<file path="src/rtl/cell_velocity_pressure_limiter_top_macros.svh">
// assertion macros for the limiter rtl
`ifndef CELL_VELOCITY_PRESSURE_LIMITER_TOP_MACROS_SVH
`define CELL_VELOCITY_PRESSURE_LIMITER_TOP_MACROS_SVH
`ifndef SYNTH
// plain property on i_clk, off during reset
`define CLV_ASSERT(lbl, prop, msg) \
    lbl: assert property (@(posedge i_clk) disable iff (!i_rst_n) (prop)) else $error(msg);
// overlapping implication on i_clk, off during reset
`define CLV_ASSERT_IMP(lbl, ante, cons, msg) \
    `CLV_ASSERT(lbl, (ante) |-> (cons), msg)
`else
`define CLV_ASSERT(lbl, prop, msg)
`define CLV_ASSERT_IMP(lbl, ante, cons, msg)
`endif
`endif

</file>
<file path="src/rtl/clv_pkg.sv">
// shared widths, register indexes and item types of the limiter
package clv_pkg;
    localparam int DATA_WIDTH = 32;
    localparam int FRAC_BITS  = 16;
    localparam int LIM_W      = DATA_WIDTH - 1;
    localparam int SUM_W      = 2 * DATA_WIDTH;
    localparam int ROOT_W     = DATA_WIDTH;
    localparam int KW         = FRAC_BITS + 1;
    localparam int NUM_W      = LIM_W + FRAC_BITS;
    localparam int PROD_W     = DATA_WIDTH + KW;
    localparam int TDATA_W    = ((4 * DATA_WIDTH + 7) / 8) * 8;
    localparam int TUSER_W    = 2;
    localparam int CFG_IDX_W  = 3;

    // register indexes
    localparam logic [CFG_IDX_W-1:0] REG_VEL_ON  = 3'd0;
    localparam logic [CFG_IDX_W-1:0] REG_PRES_ON = 3'd1;
    localparam logic [CFG_IDX_W-1:0] REG_SPEED   = 3'd2;
    localparam logic [CFG_IDX_W-1:0] REG_FLOOR   = 3'd3;
    localparam logic [CFG_IDX_W-1:0] REG_CEIL    = 3'd4;

    typedef logic signed [DATA_WIDTH-1:0] t_word;

    // payload that travels beside the arithmetic
    typedef struct packed {
        t_word vx;
        t_word vy;
        t_word vz;
        t_word p;
        logic  pflag;
        logic  act;
    } t_cell;

    function automatic logic [DATA_WIDTH-1:0] magnitude(input t_word v);
        return v[DATA_WIDTH-1] ? DATA_WIDTH'(-v) : DATA_WIDTH'(v);
    endfunction
endpackage

</file>
<file path="src/rtl/clv_scale.sv">
// component scaling and final select, two stages ending in the output register
module clv_scale (
    input  logic                          i_clk,
    input  logic                          i_rst_n,
    input  logic                          i_en,
    input  logic                          i_valid,
    input  logic [clv_pkg::KW-1:0]        i_quot,
    input  clv_pkg::t_cell                i_cell,
    output logic                          o_valid,
    output clv_pkg::t_cell                o_res
);
    import clv_pkg::*;

    logic              r_vld_a, r_vld_b;
    logic [PROD_W-1:0] r_prod [3];
    t_cell             r_c_a, r_res;
    t_cell             n_res;
    t_word             comp [3];
    t_word             scaled [3];

    assign comp[0] = i_cell.vx;
    assign comp[1] = i_cell.vy;
    assign comp[2] = i_cell.vz;

    // truncate toward zero: scale the magnitude, then restore the sign
    always_comb begin
        for (int i = 0; i < 3; i++) begin
            scaled[i] = 0;
        end
        scaled[0] = r_c_a.vx[DATA_WIDTH-1] ? -t_word'(r_prod[0][FRAC_BITS +: DATA_WIDTH])
                                           :  t_word'(r_prod[0][FRAC_BITS +: DATA_WIDTH]);
        scaled[1] = r_c_a.vy[DATA_WIDTH-1] ? -t_word'(r_prod[1][FRAC_BITS +: DATA_WIDTH])
                                           :  t_word'(r_prod[1][FRAC_BITS +: DATA_WIDTH]);
        scaled[2] = r_c_a.vz[DATA_WIDTH-1] ? -t_word'(r_prod[2][FRAC_BITS +: DATA_WIDTH])
                                           :  t_word'(r_prod[2][FRAC_BITS +: DATA_WIDTH]);
        n_res = r_c_a;
        if (r_c_a.act) begin
            n_res.vx = scaled[0];
            n_res.vy = scaled[1];
            n_res.vz = scaled[2];
        end
    end

    // valid bits
    always_ff @(posedge i_clk) begin
        if (!i_rst_n) begin
            r_vld_a <= 1'b0;
            r_vld_b <= 1'b0;
        end else if (i_en) begin
            r_vld_a <= i_valid;
            r_vld_b <= r_vld_a;
        end
    end

    // products, then output register
    always_ff @(posedge i_clk) begin
        if (i_en) begin
            for (int i = 0; i < 3; i++) begin
                r_prod[i] <= PROD_W'(magnitude(comp[i])) * PROD_W'(i_quot);
            end
            r_c_a <= i_cell;
            r_res <= n_res;
        end
    end

    assign o_valid = r_vld_b;
    assign o_res   = r_res;
endmodule

</file>
<file path="config.mk">
export PLATFORM = sky130hd
export DESIGN_NAME = clv_scale
export DESIGN_NICKNAME = d
export VERILOG_FILES = /design/src/rtl/cell_velocity_pressure_limiter_top_macros.svh /design/src/rtl/clv_pkg.sv /design/src/rtl/clv_scale.sv
export SDC_FILE = /design/constraint.sdc
export NUM_CORES = 2
export LEC_CHECK = 0
export CAP_MARGIN = 10
export CORE_MARGIN = 10
export CORE_UTILIZATION = 43
export CTS_CLUSTER_DIAMETER = 40
export DETAILED_ROUTE_END_ITERATION = 12
export DONT_BUFFER_PORTS = 1
export GPL_ROUTABILITY_DRIVEN = 0
export PLACE_DENSITY = 0.69
export SLEW_MARGIN = 10
export SYNTH_ARGS = -nofsm -noshare
export SYNTH_HDL_FRONTEND = slang
export SYNTH_SLANG_ARGS = --single-unit
export TNS_END_PERCENT = 10
</file>
<file path="constraint.sdc">
create_clock -name i_clk -period 12.15 [get_ports i_clk]
set_clock_uncertainty 0.05 [all_clocks]
set_input_delay 0.6075 -clock i_clk [delete_from_list [all_inputs] [get_ports i_clk]]
set_output_delay 0.6075 -clock i_clk [all_outputs]
set_load 0.01 [all_outputs]
</file>
=== Yosys cells after proc, flatten, opt, wreduce, memory -nomap -nowiden ===
Memory sizes are Yosys's and may differ from the RTL's.
Index checks and enable logic that the tools add are counted.

* Add/subtract/negate cells: 6
* $mul: 3
* Div/mod/pow operators: 0
* Magnitude comparators: 0
* Equality and inequality tests: 0
* Shift operators: 0
* Multiplexer cells: 9
* Bitwise gates (word level): 0
* Reduce and logical (&&, ||, !) cells: 0

{| class="wikitable"
|+ Operators by type and width
! operator !! number
|-
| 32-bit two-way mux || 6
|-
| 32-bit negation || 6
|-
| 32-bit by 17-bit multiplier with 49-bit output || 3
|-
| 96-bit two-way mux || 1
|-
| 1-bit two-way mux || 2
|}

* Register bits after elaboration: 262
* Latch bits: 0
* Memory bits (writable): 147
* Memory bits (read-only): 0
* Input port bits: 151
* Logic and storage cells: 33
* Memories: 1

{| class="wikitable"
|+ Memory list
! memory !! depth !! bits a word !! read ports !! clocked after Yosys merged registers in !! wr ports !! line !! RTL
|-
| r_prod || 3 || 49 || 3 || 0 || 3 || clv_scale.sv:15 || <nowiki>logic [PROD_W-1:0] r_prod [3];</nowiki>
|}

=== Logic depth before layout (Yosys ltp) ===
* Depth in word-level cells: 3
* Gate-level depth with buffers: 33
* Depth with buffers taken out: 30

=== Worst setup path before layout ===
No wires, ideal clock.

* Path kind: input port to flip-flop
* From: input port i_cell[101] in the netlist's numbering
* To: memory r_prod[0][43] in the netlist's numbering, data pin
* Setup time: 0.261 ns
* Data arrival time: 8.363 ns
* Required time: 11.839 ns
* Slack: 3.476 ns
* Cell stages on the path: 27
* Path buffers: 2
* Cell sequence: or3_1 or4b_4 or4b_4 or4_4 o21ai_0 xnor2_1 buf_2 nand2_1 fa_1 fa_1 fa_1 inv_1 fa_1 fa_1 inv_1 fa_1 inv_1 ha_1 clkbuf_1 a21oi_1 o21ai_0 nor2_1 a21o_1 a21oi_1 a21oi_1 a21o_1 a311o_1

{| class="wikitable"
|+ RTL lines
! what !! line !! RTL
|-
| start, declared || clv_scale.sv:8 || <nowiki>input clv_pkg::t_cell i_cell,</nowiki>
|-
| end, declared || clv_scale.sv:15 ||
|}

==> results.ini <==
[sta]
drv_slew=69
rsz0062_at_grt=no
setup_viol=0
tns_ns=0
worst_pin_slew_ns=1.58
holdWs_ns=0.0721
hold_viol_final=0
max_freq_mhz=113
fin_ws_ns=3.30
max-slew-margin-rel_pct=-5.62
period_needed_ns=8.85
min_period_over_period_pct=72.8

[placed_design]
dpl.hpwl_um=118000
portBuffers=0
dpl_worst_slack_ns=2.70

[worst_setup_path]
critPathArrivalTime_ns=9.21
critPathKind=primary input to register
crit_required_ns=12.51
start_kind=primary input
reg2reg_slack_ns=8.46
path_max_fanout=17
cp-end-kind=register

[clock_tree]
cts_tree=yes
cts-buffers-inserted=61
clkTransAtPathRegs_ns=0.06
ctsLongestPathBuffers=3
h-tree-depth=2
cts_resized=0
hold_buffers=131
cts_root_buffer=clkbuf_16
postCtsSetupRepairBufs=0
clock_sinks=358
clk_latency_ns=0.67

[detailed_routing]
vias=47110
first_pass_iters=5
drt_wl_total_um=175000
drc=0
met2_wirelength_um=85200
detail_route.wl_per_cell_um=19.6
top_layer_used=met5
via_per_inst=5.30
drtIter0Drc=3469
drt-met1-wl_um=68700
route.met3.wl_um=14500
postRouteAntennaNets=0

[floorplan]
die_w_um=409
core_area_um2=150000
die_height_um=409
die_area_um2=167000
ioPinCount=282
initial_utilization_pct=43.4
rows=142

[synthesis]
synth.area.top_cells=fa_1 41%, edfxtp_1 16%, inv_1 8.8%, ha_1 6.9%, nand2_1 6.5%
ys_top_cells_by_count=1521 x inv_1, 1338 x fa_1, 1135 x nand2_1, 567 x and2_1, 357 x ha_1
synth_flop_cell=edfxtp_1
synthDominantCellAreaShare_pct=41.2
yosysSeqAreaShare_pct=16.5
synthCells=6860
ys_ff_latch=358
syn_avg_cell_area_um2=9.49
synth_most_common_cell=inv_1
synth_warnings=0
syn-cell-area_um2=65100
synth_edf_count=356
syn_nets=8706
yosys.area.top_type=fa_1
async_reset_ff_share_pct=0
synth.distinct_cells=70

[final_layout]
syn_to_final_growth_pct=8.50
drive_above_1_share_pct=3.41
diodes=0
fin_nets=8666

[global_routing]
antenna_found_initial=4
gr-total-overflow=0
grt_pass1_wl_um=283000
first_global_vias=51372
grt_usage_pct=21.0
grt_max_degree=359

[worst_hold_path]
min_path_type=primary input to register

[outcome]
status=finished, violations left
violations=slew limit

[run]
cap_violations=0

final timing paths:
check / startpoint / cells past startpoint / to
setup / recovery: i_cell[106] / 26 / r_prod[0][43]
hold / removal: i_valid / 2 / r_vld_a
setup reg to reg: r_prod[0][114] / 8 / o_res[63]
hold reg to reg: n_res[21] / 0 / o_res[21]
state kept, by name, summed over array words and instances (netlist names):
signal   cells
o_res      130
n_res       34
r_prod      96
o_valid      1
r_vld_a      1
r_c_a       96
cell families after synthesis:
| logic type | share of synthesized area (%) |
|---|---|
| AOI/OAI and AO/OA | 5.57 |
| xor gates and xnor gates | 3.60 |
| adders and majority gates | 48.0 |
| buffers and inverters | 10.7 |
| DFF | 16.5 |
| muxes | 0.194 |
| and+or+nand+nor | 15.5 |
cell usage in the layout, fill, tap and decap left out, types with 15 or more instances in the layout:
master         count
or3_1             17
xor2_1           114
nand3_1           39
a21oi_1          196
nor2b_1           46
clkbuf_16         62
edfxtp_1         356
o41ai_1           28
fa_1            1338
nand4_1           18
nand2_1         1135
a21o_1            56
o31ai_1           54
xnor2_1          144
nor2_1           144
inv_1           1521
o21bai_1          22
or4_1             32
a211oi_1          18
a31oi_1           17
and3_1            15
nor3_1            33
nand2b_1          20
dlygate4sd3_1    131
and2_1           567
o21ai_0           98
ha_1             357
buf_4             95
through the flow:
step | cell area, um^2 | util (%) | instances
2_1_floorplan | 65100 | - | 6860
3_3_place_gp | 67100 | 44.7 | 8642
3_5_place_dp | 67100 | 44.7 | 8642
4_1_cts | 70600 | 47.0 | 8888
5_1_grt | 70600 | 47.0 | 8888
6_report | 70600 | 47.0 | 8888
critical path, cell delays in order:
cell     delay, ns
nor4_1        0.52
or4b_4        0.56
or4b_4        0.57
or4_4         0.49
o41ai_2       0.28
xnor2_1       0.16
buf_4         0.27
nand2_1       0.12
fa_1          0.52
fa_1          0.52
fa_1          0.53
inv_1         0.06
fa_1          0.49
fa_1          0.49
inv_1         0.05
fa_1          0.47
inv_1         0.04
ha_1          0.35
a21oi_1       0.10
o21ai_0       0.26
nor2_1        0.11
a21o_1        0.17
a21oi_1       0.67
a21oi_1       0.22
a21o_1        0.24
a311o_1       0.35
final cells by class:
| type | count | area, um^2 |
|---|---|---|
| fillers | 13924 | 79500 |
| multi-input cells | 4652 | 47500 |
| flip-flops and latches | 358 | 10700 |
| inverters | 1521 | 5710 |
| well taps | 2016 | 2520 |
| repair buffers | 226 | 2020 |
| clock buffers | 65 | 1560 |
| clock inverters | 50 | 606 |
routing by layer:
metal	vias to the layer above	global-route usage, %
li1	20606	-
met1	24113	26.9
met2	1954	35.6
met3	433	4.02
met4	4	7.14
met5	-	0.172
Power is left out: the tool's default activity adds up to more than one toggle a clock period on the data nets, which glitch-free logic cannot reach.
